### config.mk
export PLATFORM = sky130hd
export DESIGN_NAME = line_segment_window_clipper
export DESIGN_NICKNAME = d
export VERILOG_FILES = /design/src/hdl/lswc_pkg.sv /design/src/hdl/lswc_datapath.sv /design/src/hdl/lswc_ctrl.sv /design/src/hdl/line_segment_window_clipper.sv
export SDC_FILE = /design/constraint.sdc
export NUM_CORES = 1
export LEC_CHECK = 0
export BUFFER_PORTS_ARGS = -buffer_cell sky130_fd_sc_hd__buf_4
export CAP_MARGIN = 20
export CELL_PAD_IN_SITES_DETAIL_PLACEMENT = 0
export CELL_PAD_IN_SITES_GLOBAL_PLACEMENT = 1
export CORE_MARGIN = 2
export CORE_UTILIZATION = 23
export DETAILED_ROUTE_END_ITERATION = 10
export PLACE_DENSITY = 0.4
export SLEW_MARGIN = 20
export SYNTH_ARGS = -nofsm -noshare
export SYNTH_HDL_FRONTEND = slang
export SYNTH_SLANG_ARGS = --single-unit
export TNS_END_PERCENT = 30
### constraint.sdc
create_clock -name clk -period 7.8 [get_ports clk]
set_input_delay 0.78 -clock clk [delete_from_list [all_inputs] [get_ports clk]]
set_output_delay 0.78 -clock clk [all_outputs]
set_load 0.005 [all_outputs]
### src/hdl/lswc_pkg.sv
// Shared types, constants and helpers for the line segment window clipper.
`timescale 1ns / 1ps
package lswc_pkg;

  localparam int COORD_BITS = 12;
  localparam int DW = COORD_BITS + 1;       // coordinate difference width
  localparam int PW = 2 * DW;               // product / dividend width
  localparam int CNTW = $clog2(PW + 1);
  localparam int MAX_MOVES = 4;
  localparam int MVW = $clog2(MAX_MOVES + 1);

  localparam int OC_LEFT   = 0;
  localparam int OC_RIGHT  = 1;
  localparam int OC_BOTTOM = 2;
  localparam int OC_TOP    = 3;

  typedef enum logic [1:0] {
    REG_LEFT   = 2'd0,
    REG_RIGHT  = 2'd1,
    REG_BOTTOM = 2'd2,
    REG_TOP    = 2'd3
  } reg_idx_t;

  typedef logic signed [COORD_BITS-1:0] coord_t;

  typedef struct packed {
    coord_t start_x;
    coord_t start_y;
    coord_t end_x;
    coord_t end_y;
  } in_item_t;

  typedef struct packed {
    logic   visible;
    coord_t clip_start_x;
    coord_t clip_start_y;
    coord_t clip_end_x;
    coord_t clip_end_y;
  } out_item_t;

  typedef enum logic [2:0] {
    ST_IDLE,
    ST_EVAL,
    ST_MUL,
    ST_DIVP,
    ST_DIV,
    ST_UPD,
    ST_DONE
  } state_t;

  typedef enum logic [1:0] {
    CLS_ACCEPT,
    CLS_REJECT,
    CLS_MOVE
  } cls_t;

  typedef struct packed {
    logic load;       // take a new request
    logic setup;      // pick endpoint and edge for the next move
    logic mul;        // register the product
    logic div_init;   // load divider magnitudes
    logic div_step;   // one restoring divide step
    logic update;     // write the moved endpoint
    logic emit;       // capture the result
    logic emit_vis;   // result is visible
  } dp_cmd_t;

  typedef struct packed {
    cls_t cls;
    logic den_zero;
  } dp_sts_t;

  function automatic logic [3:0] outcode(coord_t x, coord_t y, coord_t l, coord_t r,
                                         coord_t b, coord_t t);
    logic [3:0] c;
    c = '0;
    c[OC_LEFT]   = (x < l);
    c[OC_RIGHT]  = (x > r);
    c[OC_BOTTOM] = (y < b);
    c[OC_TOP]    = (y > t);
    return c;
  endfunction

endpackage

### src/hdl/lswc_datapath.sv
// Datapath: window registers, endpoints, multiplier and serial divider.
`timescale 1ns / 1ps
module lswc_datapath
  import lswc_pkg::*;
(
  input  logic         clk,
  input  logic         cfg_we,
  input  logic [1:0]   cfg_index,
  input  coord_t       cfg_data,
  input  logic         rst_n,
  input  in_item_t     in_item,
  input  dp_cmd_t      cmd,
  output dp_sts_t      sts,
  output out_item_t    out_result
);

  coord_t win_l_r, win_r_r, win_b_r, win_t_r;
  coord_t x0_r, y0_r, x1_r, y1_r;
  logic   mv0_r, axis_x_r;
  coord_t a0_r, edge_r, keep_r;
  logic signed [DW-1:0] da_r, db_r, den_r;
  logic signed [PW-1:0] prod_r;
  logic [PW-1:0] dvd_r;
  logic [DW-1:0] dvs_r, rem_r;
  logic          neg_r;
  out_item_t     res_r;

  logic [3:0] c0, c1, c;
  always_comb begin
    c0 = outcode(x0_r, y0_r, win_l_r, win_r_r, win_b_r, win_t_r);
    c1 = outcode(x1_r, y1_r, win_l_r, win_r_r, win_b_r, win_t_r);
    c  = (c0 != '0) ? c0 : c1;
    if ((c0 | c1) == '0) begin
      sts.cls = CLS_ACCEPT;
    end else if ((c0 & c1) != '0) begin
      sts.cls = CLS_REJECT;
    end else begin
      sts.cls = CLS_MOVE;
    end
    sts.den_zero = (den_r == '0);
  end

  // Edge selection for the next move, in order left, right, bottom, top.
  coord_t s_a0, s_a1, s_b0, s_b1, s_edge, s_keep;
  logic   s_axis_x;
  always_comb begin
    s_axis_x = c[OC_LEFT] | c[OC_RIGHT];
    if (c[OC_LEFT]) begin
      s_edge = win_l_r;
    end else if (c[OC_RIGHT]) begin
      s_edge = win_r_r;
    end else if (c[OC_BOTTOM]) begin
      s_edge = win_b_r;
    end else begin
      s_edge = win_t_r;
    end
    if (s_axis_x) begin
      s_a0 = y0_r; s_a1 = y1_r; s_b0 = x0_r; s_b1 = x1_r;
      s_keep = (c0 != '0) ? y0_r : y1_r;
    end else begin
      s_a0 = x0_r; s_a1 = x1_r; s_b0 = y0_r; s_b1 = y1_r;
      s_keep = (c0 != '0) ? x0_r : x1_r;
    end
  end

  logic [DW-1:0] rem_sh;
  logic [DW:0]   trial;
  logic [PW-1:0] pmag;
  logic [DW-1:0] dmag;
  logic [DW:0]   q_s, sum;
  coord_t        new_c;
  always_comb begin
    pmag   = prod_r[PW-1] ? PW'(-prod_r) : PW'(prod_r);
    dmag   = den_r[DW-1] ? DW'(-den_r) : DW'(den_r);
    rem_sh = {rem_r[DW-2:0], dvd_r[PW-1]};
    trial  = {1'b0, rem_sh} - {1'b0, dvs_r};
    q_s    = neg_r ? (DW+1)'(-dvd_r[DW:0]) : dvd_r[DW:0];
    sum    = q_s + {{2{a0_r[COORD_BITS-1]}}, a0_r};
    new_c  = sts.den_zero ? keep_r : sum[COORD_BITS-1:0];
  end

  always_ff @(posedge clk) begin
    if (!rst_n) begin
      win_l_r <= COORD_BITS'(100);
      win_r_r <= COORD_BITS'(540);
      win_b_r <= COORD_BITS'(100);
      win_t_r <= COORD_BITS'(380);
    end else if (cfg_we) begin
      unique case (reg_idx_t'(cfg_index))
        REG_LEFT:   win_l_r <= cfg_data;
        REG_RIGHT:  win_r_r <= cfg_data;
        REG_BOTTOM: win_b_r <= cfg_data;
        REG_TOP:    win_t_r <= cfg_data;
        default:    ;
      endcase
    end
  end

  always_ff @(posedge clk) begin
    if (cmd.load) begin
      x0_r <= in_item.start_x;
      y0_r <= in_item.start_y;
      x1_r <= in_item.end_x;
      y1_r <= in_item.end_y;
    end
    if (cmd.setup) begin
      mv0_r    <= (c0 != '0);
      axis_x_r <= s_axis_x;
      a0_r     <= s_a0;
      edge_r   <= s_edge;
      keep_r   <= s_keep;
      da_r     <= DW'(s_a1) - DW'(s_a0);
      db_r     <= DW'(s_edge) - DW'(s_b0);
      den_r    <= DW'(s_b1) - DW'(s_b0);
    end
    if (cmd.mul) begin
      prod_r <= da_r * db_r;
    end
    if (cmd.div_init) begin
      dvd_r <= pmag;
      dvs_r <= dmag;
      rem_r <= '0;
      neg_r <= prod_r[PW-1] ^ den_r[DW-1];
    end
    if (cmd.div_step) begin
      if (!trial[DW]) begin
        rem_r <= trial[DW-1:0];
        dvd_r <= {dvd_r[PW-2:0], 1'b1};
      end else begin
        rem_r <= rem_sh;
        dvd_r <= {dvd_r[PW-2:0], 1'b0};
      end
    end
    if (cmd.update) begin
      if (mv0_r) begin
        x0_r <= axis_x_r ? edge_r : new_c;
        y0_r <= axis_x_r ? new_c : edge_r;
      end else begin
        x1_r <= axis_x_r ? edge_r : new_c;
        y1_r <= axis_x_r ? new_c : edge_r;
      end
    end
    if (cmd.emit) begin
      if (cmd.emit_vis) begin
        res_r <= '{1'b1, x0_r, y0_r, x1_r, y1_r};
      end else begin
        res_r <= '0;
      end
    end
  end

  assign out_result = res_r;

endmodule

### src/hdl/lswc_ctrl.sv
// Controller: sequences evaluation, multiply, divide and update per request.
`timescale 1ns / 1ps
module lswc_ctrl
  import lswc_pkg::*;
(
  input  logic    clk,
  input  logic    rst_n,
  input  logic    start,
  input  dp_sts_t sts,
  output logic    busy,
  output logic    out_valid,
  output dp_cmd_t cmd
);

  state_t state_r, state_nxt;
  logic [MVW-1:0]  moves_r, moves_nxt;
  logic [CNTW-1:0] cnt_r, cnt_nxt;
  logic            last_move;

  assign last_move = (moves_r >= MVW'(MAX_MOVES));

  always_ff @(posedge clk) begin
    if (!rst_n) begin
      state_r <= ST_IDLE;
      moves_r <= '0;
      cnt_r   <= '0;
    end else begin
      state_r <= state_nxt;
      moves_r <= moves_nxt;
      cnt_r   <= cnt_nxt;
    end
  end

  always_comb begin
    state_nxt = state_r;
    unique case (state_r)
      ST_IDLE: if (start) state_nxt = ST_EVAL;
      ST_EVAL: begin
        if (sts.cls == CLS_MOVE && !last_move) begin
          state_nxt = ST_MUL;
        end else begin
          state_nxt = ST_DONE;
        end
      end
      ST_MUL:  state_nxt = sts.den_zero ? ST_UPD : ST_DIVP;
      ST_DIVP: state_nxt = ST_DIV;
      ST_DIV:  if (cnt_r == CNTW'(1)) state_nxt = ST_UPD;
      ST_UPD:  state_nxt = ST_EVAL;
      ST_DONE: state_nxt = ST_IDLE;
      default: state_nxt = ST_IDLE;
    endcase
  end

  always_comb begin
    cmd       = '0;
    moves_nxt = moves_r;
    cnt_nxt   = cnt_r;
    busy      = (state_r != ST_IDLE);
    out_valid = (state_r == ST_DONE);
    unique case (state_r)
      ST_IDLE: begin
        cmd.load  = start;
        moves_nxt = '0;
      end
      ST_EVAL: begin
        if (sts.cls == CLS_MOVE && !last_move) begin
          cmd.setup = 1'b1;
          moves_nxt = moves_r + MVW'(1);
        end else begin
          cmd.emit     = 1'b1;
          cmd.emit_vis = (sts.cls == CLS_ACCEPT);
        end
      end
      ST_MUL:  cmd.mul = 1'b1;
      ST_DIVP: begin
        cmd.div_init = 1'b1;
        cnt_nxt      = CNTW'(PW);
      end
      ST_DIV: begin
        cmd.div_step = 1'b1;
        cnt_nxt      = cnt_r - CNTW'(1);
      end
      ST_UPD:  cmd.update = 1'b1;
      ST_DONE: ;
      default: ;
    endcase
  end

endmodule

### src/hdl/line_segment_window_clipper.sv
// Top level of the Cohen-Sutherland line segment window clipper.
`timescale 1ns / 1ps
// A request is taken when start is high and busy is low; busy stays high until the
// result has been shown. The result appears on out_result for exactly one cycle with
// out_valid high, and the receiver cannot hold it off. A segment fully inside the
// window goes from evaluation straight to the strobe; each edge move runs setup,
// multiply, divider load, 26 one-bit steps of the shared restoring divider and the
// endpoint update, and a request makes at most four moves. A new request is taken
// only once the block is back in idle. The user must write the window registers
// through cfg_we, cfg_index and cfg_data only while busy is low; the block does not
// enforce this. Rejected segments report visible low with all coordinates zero.
module line_segment_window_clipper
  import lswc_pkg::*;
(
  input  logic      clk,
  input  logic      rst_n,
  input  logic      start,
  output logic      busy,
  input  in_item_t  in_item,
  output logic      out_valid,
  output out_item_t out_result,
  input  logic      cfg_we,
  input  logic [1:0] cfg_index,
  input  coord_t    cfg_data
);

  dp_cmd_t cmd;
  dp_sts_t sts;

  // The controller issues one command group per cycle; the datapath reports
  // the outcode classification of the current endpoints.
  lswc_ctrl u_ctrl (
    .clk       (clk),
    .rst_n     (rst_n),
    .start     (start),
    .sts       (sts),
    .busy      (busy),
    .out_valid (out_valid),
    .cmd       (cmd)
  );

  lswc_datapath u_dp (
    .clk        (clk),
    .cfg_we     (cfg_we),
    .cfg_index  (cfg_index),
    .cfg_data   (cfg_data),
    .rst_n      (rst_n),
    .in_item    (in_item),
    .cmd        (cmd),
    .sts        (sts),
    .out_result (out_result)
  );

endmodule

; After elaboration in Yosys (flattened, before gate mapping)
; Cells that the tools add are included.
; Widths: inputs -> output; s select.
[word_totals]
regBits = 311
wordCells = 142
output_inout_bits = 51
inputBits = 66
[classes]
n_bitwise = 4
n_addsub = 10
reduce_logical = 19
multipliers = 1
n_eq_ne = 14
muxes = 55
magnitude_cmp = 9
[ops]
columns = op, n
row1 = $mux 12, 30
row2 = $mux 26, 3
row3 = $mux 49, 1
row4 = $gt 12x12->1, 4
row5 = $lt 12x12->1, 4
row6 = $sub 12x12->13, 3
row7 = $mul 13x13->26, 1
row8 = $neg 26->26, 1
row9 = $mux 3, 6
row10 = $pmux 3 s6, 1
row11 = $sub 13x13->14, 1
row12 = $logic_not 13->1, 1
row13 = $neg 13->13, 1
row14 = $add 12x12->12, 1
row15 = $neg 12->12, 1
row16 = $reduce_and 2->1, 6
row17 = $pmux 5 s2, 1
row18 = $eq 3x3->1 const B, 3
row19 = $mux 1, 8
row20 = $mux 2, 4
row21 = $reduce_bool 4->1, 2
row22 = $eq 2x2->1 const B, 3
row23 = $eq 3x2->1 const B, 2
row24 = $pmux 3 s2, 1
row25 = other kinds (19), 23

; Logic depth before layout (Yosys ltp)
; Gate-level depths: netlist of run 1.
[logic_depth]
word_depth = 10
depth_mapped = 23
mapped_depth_nobuf = 22

; Cells and area by module
; Synthesis of run 1 repeated with hierarchy kept, for this count alone.
[hier_totals]
cells_unflattened = 2503
hier_area_um2 = 24989.0
[by_module_without_submodules]
columns = module, cells_each, instances, seq_area_each_um2, area_per_inst_um2
row1 = lswc_datapath, 2423, 1, 8047.7, 24330.8
row2 = lswc_ctrl, 80, 1, 220.2, 658.1

; Worst setup path after synthesis of run 1
; OpenSTA, ideal clock, no wires.
[synth_timing]
path_type = register -> register
from = register u_dp.da_r[10]
to = register u_dp.prod_r[25], data pin
stages_incl_launch_ff = 20
path_buffers = 1
setup_time_ns = 0.258
slack_ns = 1.877
synth_period_minus_slack_ns = 5.923
t_arrival_ns = 5.665
required_ns = 7.542
cell_sequence = edfxtp_1 -> clkbuf_1 -> and2_1 -> fa_1 -> inv_1 -> fa_1 -> inv_1 -> fa_1 -> fa_1 -> fa_1 -> fa_1 -> ha_1 -> a21o_1 -> nor3_1 -> a21oi_1 -> a41o_1 -> o41a_1 -> a41oi_1 -> a31o_2 -> xnor2_1
[synth_via]
elab_chain_cells = 1
[synth_rtl]
columns = item, line
row1 = from (decl), lswc_datapath.sv:21  ; logic signed [DW-1:0] da_r, db_r, den_r;
row2 = from (signal assigned), lswc_datapath.sv:112  ; da_r <= DW'(s_a1) - DW'(s_a0);
row3 = $mul 13x13->26, lswc_datapath.sv:117  ; prod_r <= da_r * db_r;
row4 = to (signal assigned), lswc_datapath.sv:117
row5 = to (decl), lswc_datapath.sv:22  ; logic signed [PW-1:0] prod_r;
; Every way passes these cells.
; A chain may end at the register's enable or synchronous reset.

; Worst setup path after layout of run 1
[layout_timing]
from = register u_dp.da_r[0]
to = register u_dp.prod_r[21], data pin
; Same word-level chain as after synthesis.

==> results of run 1 <==
[synth_stat cells, types with 6 or more instances]
library cell,n
nand2_1,303
inv_1,297
ha_1,225
edfxtp_1,204
fa_1,167
a21oi_1,146
dfxtp_1,107
o21ai_0,100
nor2_1,97
mux2i_1,91
clkbuf_1,85
and2_1,76
xnor2_1,72
and3_1,62
nor2b_1,52
a211oi_1,47
xor2_1,37
nor3_1,29
o211ai_1,28
a21o_1,26
nand2b_1,26
nand3_1,23
o31ai_1,20
or3_1,16
mux2_2,15
a31oi_1,12
o221ai_1,12
o41ai_1,12
or2_2,11
nand4_1,9
o21bai_1,8
buf_2,7
o21a_1,7
a21boi_0,6
nor4_1,6
[worst max path at each step]
stage,to,cells past startpoint,start
floorplan,u_dp.prod_r[25],19,u_dp.da_r[10]
global placement,u_dp.prod_r[21],17,u_dp.da_r[0]
detailed placement,u_dp.prod_r[21],17,u_dp.da_r[0]
CTS,u_dp.prod_r[21],17,u_dp.da_r[0]
global route,u_dp.prod_r[21],17,u_dp.da_r[0]
finish,u_dp.prod_r[21],17,u_dp.da_r[0]
[flip-flops by register name (all words and copies together) (netlist names), 13 cells and up]
signal	flops
u_dp.prod_r	26
u_dp.db_r	13
u_dp.da_r	13
u_dp.dvs_r	13
u_dp.out_result	49
u_dp.dvd_r	26
u_dp.den_r	13
[per-layer routing]
metal  up-vias  share of wire (%)  routed length [µm]  global-route usage [%]
met2       364                 48               44000                    28.4
li1       8963                  -                   -                       -
met1      9095                 46               42500                    21.7
met4         6                2.2                2000                    4.18
met3        86                3.7                3380                    2.38
met5         -              0.049                  45                       0
[through the flow]
step | util (%) | worst slack [ns] | hold slack [ns] | cell area [µm²] | std cells
finish | 26.9 | 1.30 | 0.427 | 28800 | 4074
global route | 26.9 | 1.00 | 0.416 | 28800 | 4071
CTS | 26.9 | 1.31 | 0.386 | 28800 | 4070
detailed placement | 25.5 | 1.31 | 0.450 | 27300 | 3988
global placement | 25.5 | 1.33 | 0.449 | 27300 | 3988
floorplan | - | 1.88 | 0.436 | 24700 | 2533
[cell type report]
cell class | count | share of cell area, %
multi-input combinational | 1820 | 52.0
sequential | 311 | 28.7
tap | 1403 | 6.10
clock buffer | 59 | 4.34
timing repair buffer | 155 | 4.04
inverter | 300 | 3.91
clock inverter | 23 | 0.847
antenna | 3 | 0.0261
[worst min-delay path: cells and delay by family]
kind            cells  cell delay [ns]
compound gates      2             0.15
buf+inv             1             0.08
[cell families after synthesis]
kind of cell,count (synthesis)
AOI/OAI and AO/OA,476
adders and majority gates,392
buffers and inverters,402
and+or+nand+nor,737
muxes,106
DFF,311
xor gates and xnor gates,109
==> qor.csv, run 1 <==
stage,metric,value,unit
final_layout,most frequent cells in the layout,"nand2_1 (302), inv_1 (297), ha_1 (225), edfxtp_1 (204), fa_1 (167)",
synth,ys async rst share,0,%
synth,Synth area leaders,"edfxtp_1 (25%), fa_1 (14%), ha_1 (11%)",
sta,Setup Skew,0.0390,ns
critical_path,max incr delay on CP,0.61,ns
die,die width,332,µm
clocking,clk_lat worst skew,0.62,ns
sta,Slew HR,25.3,%
critical_path,WS Path Type,reg -> reg,
synth,synthesized instance count,2533,
clocking,post-cts resize count,0,
placement,post-DP HPWL,73.4,mm
clocking,postcts setup bufs,0,
synth,Synth area leader,edfxtp_1,
critical_path,R2R depth,17,
synth,largest family of logic cells by synthesized area,adder cells,
global_routing,initial antenna violation count,6,
clocking,CTS Root Cell,clkbuf_16,
final_layout,area taken by multi-input logic gates,0.0150,mm²
critical_path,Worst EP required,8.14,ns
synth,mux cell area share after synthesis,4.37,%
placement,RePlAce Congestion,0.857,
synth,Synth Area in Compound Gates,12.6,%
clocking,CTS buffer count,44,
critical_path,FF-to-FF Start,u_dp.da_r[0],
final_layout,Filler cells,11429,
drt,initial drt markers,1075,
worst_hold_path,Hold EP,u_dp.x0_r[4],
sta,Fin. Hold Viols,0,
drt,DR vias,18514,
clocking,hold buffer count at CTS,0,
critical_path,CP bufs+invs,1,
synth,Synth Warn #,0,
global_routing,vias in the first global route,19354,
die,Die Y,332,µm
synth,Synth Register Bits,311,
critical_path,crit-path cells,nand2b_1 -> fa_1 -> fa_1 -> inv_1 -> fa_1 -> fa_1 -> fa_1 -> fa_1 -> ha_1 -> a21o_1 -> nor3_1 -> a21oi_1 -> a41o_1 -> o41a_1 -> a41oi_1 -> nor2b_1 -> xnor2_1,
synth,Avg Synthesized Cell Area,9.76,µm²
global_routing,grt total ovfl,0,
clocking,clk buf depth,3,
outcome,status,"finished, final reports clean",
critical_path,flop-to-flop setup slack,1.30,ns
drt,DRT Pass-1 Iters,5,
drt,Post-Route WL,91.9,mm
synth,adder-cell share of the synthesized area,24.9,%
die,initial core utilization,23.1,%
drt,WL/cell,22.6,µm
final_layout,sequential cell area,0.00827,mm²
critical_path,reg2reg end,u_dp.prod_r[21],
synth,sequential cell area fraction in the yosys report,33.4,%
die,Row Count,120,
synth,Yosys cell types,77,
die,Core ar.,0.107,mm²
sta,fmax,0.154,GHz
critical_path,CP Max Fanout,13,
synth,syn_nets,2991,
sta,unrepaired setup endpoints after global routing,false,
sta,final setup fails,0,
die,DIE AREA,0.110,mm²
critical_path,slowest library cell on the worst path,edfxtp_1,
sta,crit share post-route,83.3,%
drt,DRC viols,0,
worst_hold_path,worst hold start,in_item[40],
clocking,clock-pin slew on the worst setup and hold paths,0.06,ns
clocking,CTS sink count,311,
global_routing,Tot GR Track Use,16.5,%
clocking,CTS tree,built,
synth,Yosys top cell area share,24.8,%
drt,Routed Antenna Nets,0,
synth,XOR/XNOR Fraction of Synth Area,3.86,%
flow_run,Max Cap Violations,0,
sta,final-report max-slew violation count,0,
final_layout,nets,3090,
worst_hold_path,WHS Path Cells,3,
placement,IO Port Bufs,116,
synth,Synth Cell Area,0.0247,mm²
drt,vias per inst,4.54,
final_layout,share of layout cells above drive strength 1,10.3,%
critical_path,crit-path leading delay family,adder cells,
critical_path,"most used cell, CP",fa_1,
worst_hold_path,Min-Delay Path Class,in -> reg,
die,IO Count,117,
sta,min Tclk post-route,6.50,ns
sta,sum of negative setup slack,0,ns
synth,"EDFF count, synth",204,
global_routing,first-pass GRT wire length,135,mm
critical_path,CP Launch Type,flip-flop,
sta,worst slew pin tran,1.12,ns
final_layout,Area Overhead vs Synth,16.4,%
synth,simple-gate share of the synthesized area,14.7,%
global_routing,largest net degree at the start of global routing,82,
final_layout,"commonest non-fill, non-tap cell in the layout",nand2_1,
critical_path,crit path DAT,6.84,ns
critical_path,CP Capture Type,flip-flop,
synth,top_reg_cell synth,edfxtp_1,
clocking,H-tree depth,2,
Power of run 1 is not shown: default switching activity piles up to over one toggle a cycle in this logic, so the estimate is an artifact.
==> run 2, diff against run 1 <==
==> constraint.sdc (replaced) <==
create_clock -name clk -period 6.6 [get_ports clk]
set_input_delay 0.66 -clock clk [delete_from_list [all_inputs] [get_ports clk]]
set_output_delay 0.66 -clock clk [all_outputs]
set_load 0.005 [all_outputs]
==> qor.csv, run 2 (synthesis results as in run 1) <==
stage,metric,value,unit,change
die,initial core utilization,23.1,%,unchanged
critical_path,CP Max Fanout,11,,was 13
final_layout,post-layout util,27.6,%,was 26.9%
drt,vias per inst,4.53,,was 4.54
clocking,clk_lat worst skew,0.64,ns,was 0.62 ns
critical_path,crit path DAT,6.60,ns,was 6.84 ns
global_routing,largest net degree at the start of global routing,81,,was 82
sta,min Tclk post-route,6.25,ns,was 6.50 ns
drt,DRT Pass-1 Iters,7,,was 5
critical_path,flop-to-flop setup slack,0.35,ns,was 1.30 ns
sta,Fin. Hold Viols,0,,unchanged
clocking,CTS sink count,311,,unchanged
critical_path,crit-path cells,and2_1 -> fa_1 -> inv_1 -> fa_1 -> inv_1 -> fa_1 -> fa_1 -> fa_1 -> fa_1 -> ha_1 -> a21o_1 -> nor3_1 -> a21oi_1 -> a41o_1 -> o41a_1 -> a41oi_2 -> a21oi_1 -> xor2_1,,was nand2b_1 -> fa_1 -> fa_1 -> inv_1 -> fa_1 -> fa_1 -> fa_1 -> fa_1 -> ha_1 -> a21o_1 -> nor3_1 -> a21oi_1 -> a41o_1 -> o41a_1 -> a41oi_1 -> nor2b_1 -> xnor2_1
global_routing,Tot GR Track Use,16.7,%,was 16.5%
die,Die Y,332,µm,unchanged
sta,fmax,0.160,GHz,was 0.154 GHz
drt,initial drt markers,883,,was 1075
placement,post-DP HPWL,74.7,mm,was 73.4 mm
critical_path,"most used cell, CP",fa_1,,unchanged
sta,final-report max-slew violation count,0,,unchanged
flow_run,Max Cap Violations,0,,unchanged
drt,DR vias,18790,,was 18514
worst_hold_path,Min-Delay Path Class,in -> reg,,unchanged
global_routing,first-pass GRT wire length,136,mm,was 135 mm
clocking,CTS buffer count,44,,unchanged
sta,Setup Skew,0.0531,ns,was 0.0390 ns
clocking,clock-pin slew on the worst setup and hold paths,0.06,ns,about the same
sta,worst slew pin tran,1.03,ns,was 1.12 ns
sta,final setup fails,0,,unchanged
global_routing,initial antenna violation count,2,,was 6
critical_path,Worst EP required,6.94,ns,was 8.14 ns
final_layout,sequential cell area,0.00827,mm²,unchanged
final_layout,max FFs per register,49,,unchanged
final_layout,"commonest non-fill, non-tap cell in the layout",nand2_1,,unchanged
final_layout,most frequent cells in the layout,"nand2_1 (302), inv_1 (297), buf_4 (234), ha_1 (225), edfxtp_1 (204)",,"was nand2_1 (302), inv_1 (297), ha_1 (225), edfxtp_1 (204), fa_1 (167)"
final_layout,nets,3171,,was 3090
outcome,status,"finished, final reports clean",,unchanged
critical_path,CP Launch Type,flip-flop,,unchanged
clocking,CTS tree,built,,unchanged
final_layout,share of layout cells above drive strength 1,13.2,%,was 10.3%
die,DIE AREA,0.110,mm²,unchanged
drt,Routed Antenna Nets,0,,unchanged
sta,crit share post-route,94.8,%,was 83.3%
drt,Post-Route WL,92.8,mm,was 91.9 mm
clocking,H-tree depth,2,,unchanged
final_layout,Final Non-Filler Cells,4152,,was 4074
critical_path,WS Path Type,reg -> reg,,unchanged
die,IO Count,117,,unchanged
sta,sum of negative setup slack,0,ns,unchanged
sta,Slew HR,31.2,%,was 25.3%
placement,placed instance count,4060,,was 3988
sta,unrepaired setup endpoints after global routing,false,,unchanged
placement,IO Port Bufs,116,,unchanged
clocking,clk buf depth,3,,unchanged
die,die width,332,µm,unchanged
critical_path,CP Capture Type,flip-flop,,unchanged
final_layout,Filler cells,11452,,was 11429
global_routing,grt total ovfl,0,,unchanged
critical_path,slowest library cell on the worst path,fa_1,,was edfxtp_1
drt,WL/cell,22.4,µm,was 22.6 µm
die,Core ar.,0.107,mm²,unchanged
die,Row Count,120,,unchanged
placement,RePlAce Congestion,0.835,,was 0.857
final_layout,area taken by multi-input logic gates,0.0150,mm²,about the same
clocking,hold buffer count at CTS,0,,unchanged
critical_path,max incr delay on CP,0.58,ns,was 0.61 ns
final_layout,Area Overhead vs Synth,19.2,%,was 16.4%
drt,DRC viols,0,,unchanged
sta,WHS,0.289,ns,was 0.427 ns
clocking,CTS Root Cell,clkbuf_16,,unchanged
global_routing,vias in the first global route,19706,,was 19354
-- run 2: cell types whose count changed in the layout (fill, tap and decap cells not counted), moves of 2 or more --
cell	delta
clkinv_2	+9
clkinv_16	+2
clkinvlp_4	+2
clkbuf_1	-3
buf_4	+79
bufinv_16	+3
clkinv_1	-2
clkbuf_8	-6
inv_4	-3
-- run 2: what timing repair did --
action / CTS / global route
setup endpoints to repair: 0 / 6
gates resized for setup: 0 / 3
setup buffers: 0 / 9
-- run 2: worst max-delay path: cells and delay by family, from the launching register on --
kind / cells / cell delay [ns]
flip-flops: 1 / 0.52
adder cells (fa/ha/maj): 7 / 3.44
AND/OR/NAND/NOR: 2 / 0.36
XOR/XNOR: 1 / 0.15
buffers and inverters: 2 / 0.11
AO/OA/AOI/OAI: 6 / 1.41
-- run 2: area by class of cell --
type | count | area share (%)
sequential | 311 | 28.1
antenna | 2 | 0.0170
clock buffer | 49 | 3.83
multi-input combinational | 1820 | 50.9
inverter | 300 | 3.82
tap | 1403 | 5.96
timing repair buffer | 236 | 6.12
clock inverter | 31 | 1.34
-- run 2: path summary, 6_finish.rpt --
check / startpoint / end / cells after the start
setup / recovery: u_dp.db_r[2] / u_dp.prod_r[23] / 18
hold / removal: in_item[26] / u_dp.y0_r[2] / 3
setup reg to reg: u_dp.db_r[2] / u_dp.prod_r[23] / 18
hold reg to reg: u_dp.win_r_r[1] / u_dp.win_r_r[1] / 2
-- run 2: metal layers --
metal	up-vias	share of wire [%]	global-route usage, %
li1	9120	-	-
met1	9252	45	21.3
met2	314	49	29.0
met3	104	3.4	2.51
met4	0	3.2	5.40
met5	-	0	0
-- run 2: through the flow --
| stage | cell area, µm² | worst slack, ns |
|---|---|---|
| finish | 29500 | 0.346 |
| global route | 29500 | 0.0648 |
| global placement | 27800 | 0.241 |
| CTS | 29400 | 0.181 |
| floorplan | 24700 | 0.677 |
| detailed placement | 27800 | 0.193 |
Power of run 2 is left out for the same reason.
==> run 3, diff against run 2 <==
--- a/config.mk
+++ b/config.mk
@@ -5,6 +5,7 @@
 export SDC_FILE = /design/constraint.sdc
 export NUM_CORES = 1
 export LEC_CHECK = 0
+export ABC_AREA = 1
 export BUFFER_PORTS_ARGS = -buffer_cell sky130_fd_sc_hd__buf_4
 export CAP_MARGIN = 20
 export CELL_PAD_IN_SITES_DETAIL_PLACEMENT = 0
@@ -12,7 +13,7 @@
 export CORE_MARGIN = 2
 export CORE_UTILIZATION = 23
 export DETAILED_ROUTE_END_ITERATION = 10
-export PLACE_DENSITY = 0.4
+export PLACE_DENSITY = 0.41
 export SLEW_MARGIN = 20
 export SYNTH_ARGS = -nofsm -noshare
 export SYNTH_HDL_FRONTEND = slang
==> qor.csv, run 3 <==
stage,metric,value,unit,change
critical_path,CP Capture Type,flip-flop,,unchanged
synth,Yosys top cell area share,24.1,%,was 24.8%
final_layout,nets,3695,,was 3171
drt,Routed Antenna Nets,0,,unchanged
synth,Synth area leader,edfxtp_1,,unchanged
die,DIE AREA,0.113,mm²,was 0.110 mm²
die,Die Y,336,µm,was 332 µm
clocking,post-cts resize count,0,,unchanged
synth,XOR/XNOR Fraction of Synth Area,3.80,%,was 3.86%
synth,"EDFF count, synth",204,,unchanged
global_routing,largest net degree at the start of global routing,68,,was 81
global_routing,grt total ovfl,0,,unchanged
global_routing,M2 GR Usage,30.3,%,was 29.0%
die,initial core utilization,23.2,%,was 23.1%
synth,Synth Warn #,0,,unchanged
drt,initial drt markers,1232,,was 883
global_routing,initial antenna violation count,2,,unchanged
synth,Synth Area in Compound Gates,11.8,%,was 12.6%
die,IO Count,117,,unchanged
final_layout,Area Overhead vs Synth,16.7,%,was 19.2%
drt,vias per inst,4.39,,was 4.53
critical_path,flop-to-flop setup slack,0.67,ns,was 0.35 ns
global_routing,Tot GR Track Use,17.6,%,was 16.7%
die,die width,336,µm,was 332 µm
clocking,CTS Root Cell,clkbuf_16,,unchanged
critical_path,crit path DAT,6.27,ns,was 6.60 ns
synth,simple-gate share of the synthesized area,17.2,%,was 14.7%
critical_path,CP Launch Type,flip-flop,,unchanged
global_routing,met1 Use GR,23.1,%,was 21.3%
critical_path,slowest library cell on the worst path,fa_1,,unchanged
clocking,H-tree depth,2,,unchanged
placement,post-DP HPWL,82.2,mm,was 74.7 mm
clocking,clk buf depth,3,,unchanged
critical_path,R2R depth,17,,was 18
global_routing,met3 Track Usage GR,1.76,%,was 2.51%
synth,Synth Register Bits,311,,unchanged
critical_path,Worst EP required,6.94,ns,about the same
synth,ys async rst share,0,%,unchanged
synth,adder-cell share of the synthesized area,24.3,%,was 24.9%
sta,final setup fails,0,,unchanged
synth,Avg Synthesized Cell Area,8.16,µm²,was 9.76 µm²
flow_run,Max Cap Violations,0,,unchanged
critical_path,reg2reg end,u_dp.prod_r[17],,was u_dp.prod_r[23]
critical_path,CP bufs+invs,2,,unchanged
synth,mux cell area share after synthesis,0.237,%,was 4.37%
die,Row Count,121,,was 120
synth,Synth top cells by count,"nand2_1 (693), inv_1 (546), o21ai_0 (234), ha_1 (225), edfxtp_1 (204)",,"was nand2_1 (303), inv_1 (297), ha_1 (225), edfxtp_1 (204), fa_1 (167)"
synth,Synth area leaders,"edfxtp_1 (24%), fa_1 (13%), ha_1 (11%)",,"was edfxtp_1 (25%), fa_1 (14%), ha_1 (11%)"
critical_path,CP Max Fanout,13,,was 11
drt,DRT Pass-1 Iters,5,,was 7
critical_path,max incr delay on CP,0.57,ns,was 0.58 ns
sta,Setup Skew,0.0297,ns,was 0.0531 ns
critical_path,"most used cell, CP",fa_1,,unchanged
outcome,status,"finished, final reports clean",,unchanged
critical_path,FF-to-FF Start,u_dp.db_r[12],,was u_dp.db_r[2]
critical_path,critical path depth,17,,was 18
sta,sum of negative setup slack,0,ns,unchanged
critical_path,Worst setup startpoint,u_dp.db_r[12],,was u_dp.db_r[2]
global_routing,busiest layer in global routing,met2,,unchanged
sta,min Tclk post-route,5.93,ns,was 6.25 ns
final_layout,share of layout cells above drive strength 1,9.45,%,was 13.2%
drt,WL/cell,20.9,µm,was 22.4 µm
placement,RePlAce Congestion,0.863,,was 0.835
clocking,CTS tree,built,,unchanged
sta,unrepaired setup endpoints after global routing,false,,unchanged
critical_path,crit-path leading delay family,adder cells,,unchanged
synth,syn_nets,3569,,was 2991
placement,placed instance count,4666,,was 4060
final_layout,max FFs per register,49,,unchanged
synth,Synth Cell Area,0.0254,mm²,was 0.0247 mm²
final_layout,Final Non-Filler Cells,4748,,was 4152
drt,Post-Route WL,99.4,mm,was 92.8 mm
sta,crit share post-route,89.9,%,was 94.8%
clocking,postcts setup bufs,0,,unchanged
drt,DR vias,20832,,was 18790
sta,worst slew pin tran,1.07,ns,was 1.03 ns
clocking,clk_lat worst skew,0.61,ns,was 0.64 ns
clocking,CTS sink count,311,,unchanged
worst_hold_path,Min-Delay Path Class,in -> reg,,unchanged
final_layout,most frequent cells in the layout,"nand2_1 (692), inv_1 (544), o21ai_0 (234), ha_1 (225), edfxtp_1 (204)",,"was nand2_1 (302), inv_1 (297), buf_4 (234), ha_1 (225), edfxtp_1 (204)"
clocking,clock-pin slew on the worst setup and hold paths,0.07,ns,was 0.06 ns
clocking,CTS buffer count,44,,unchanged
drt,DRC viols,0,,unchanged
synth,sequential cell area fraction in the yosys report,32.6,%,was 33.4%
synth,top_reg_cell synth,edfxtp_1,,unchanged
synth,Yosys cell types,47,,was 77
final_layout,"commonest non-fill, non-tap cell in the layout",nand2_1,,unchanged
sta,Slew HR,28.6,%,was 31.2%
critical_path,crit-path cells,inv_1 -> or2_2 -> fa_1 -> fa_1 -> inv_1 -> fa_1 -> fa_1 -> fa_1 -> fa_1 -> ha_1 -> nand2_1 -> o21ai_0 -> a21oi_1 -> o21bai_1 -> nand2_1 -> nand3_1 -> nand2_1,,was and2_1 -> fa_1 -> inv_1 -> fa_1 -> inv_1 -> fa_1 -> fa_1 -> fa_1 -> fa_1 -> ha_1 -> a21o_1 -> nor3_1 -> a21oi_1 -> a41o_1 -> o41a_1 -> a41oi_2 -> a21oi_1 -> xor2_1
synth,largest family of logic cells by synthesized area,adder cells,,unchanged
clocking,hold buffer count at CTS,0,,unchanged
critical_path,Critical Path End,u_dp.prod_r[17],,was u_dp.prod_r[23]
global_routing,first-pass GRT wire length,145,mm,was 136 mm
sta,Fin. Hold Viols,0,,unchanged
sta,final-report max-slew violation count,0,,unchanged
die,Core ar.,0.109,mm²,was 0.107 mm²
critical_path,WS Path Type,reg -> reg,,unchanged
sta,fmax,0.169,GHz,was 0.160 GHz
placement,IO Port Bufs,116,,unchanged
synth,synthesized instance count,3111,,was 2533
synth,most common cell in the netlist,nand2_1,,unchanged
global_routing,vias in the first global route,21256,,was 19706
[run 3: tightest hold or removal path, delay by kind of cell]
family,cells,cell delay (ns)
AO/OA/AOI/OAI,1,0.06
AND/OR/NAND/NOR,1,0.05
buffers and inverters,1,0.11
[run 3: cells by family after synthesis]
family                     Yosys count
and+or+nand+nor                   1072
buffers and inverters              668
AOI/OAI and AO/OA                  552
adders and majority gates          392
DFF                                311
xor gates and xnor gates           110
muxes                                6
[run 3: cell type report]
cell class	instances	area, µm²
antenna	1	2.50
clock buffer	55	1150
clock inverter	25	254
fill	11790	79500
inverter	565	2120
multi-input combinational	2132	14600
sequential	311	8270
tap	1476	1850
timing repair buffer	183	1400
[run 3: per-stage QoR]
stage	worst slack (ns)	hold WS (ns)	cell area (µm²)	utilization, %
after floorplan	1.09	0.434	25400	-
after global placement	0.761	0.448	28200	25.8
after detailed placement	0.664	0.465	28200	25.8
after CTS	0.641	0.287	29600	27.1
after global routing	0.295	0.305	29600	27.1
final	0.670	0.327	29600	27.1
[run 3: worst min path at each step]
stage	cells past startpoint	start	slack, ns	endpoint
3_3_place_gp	1	u_ctrl.cnt_r[2]	0.45	u_ctrl.cnt_r[2]
4_1_cts	3	cfg_data[6]	0.29	u_dp.win_b_r[6]
6_report	3	cfg_data[6]	0.33	u_dp.win_b_r[6]
5_1_grt	3	cfg_data[6]	0.30	u_dp.win_b_r[6]
3_5_place_dp	1	u_ctrl.cnt_r[2]	0.47	u_ctrl.cnt_r[2]
2_1_floorplan	1	u_ctrl.cnt_r[2]	0.43	u_ctrl.cnt_r[2]
[run 3: routing by layer]
metal / part of all wire (%) / up-vias
li1: - / 10276
met1: 46 / 10103
met2: 48 / 355
met3: 2.6 / 98
met4: 3.1 / 0
met5: 0 / -
Power of run 3 is left out for the same reason.
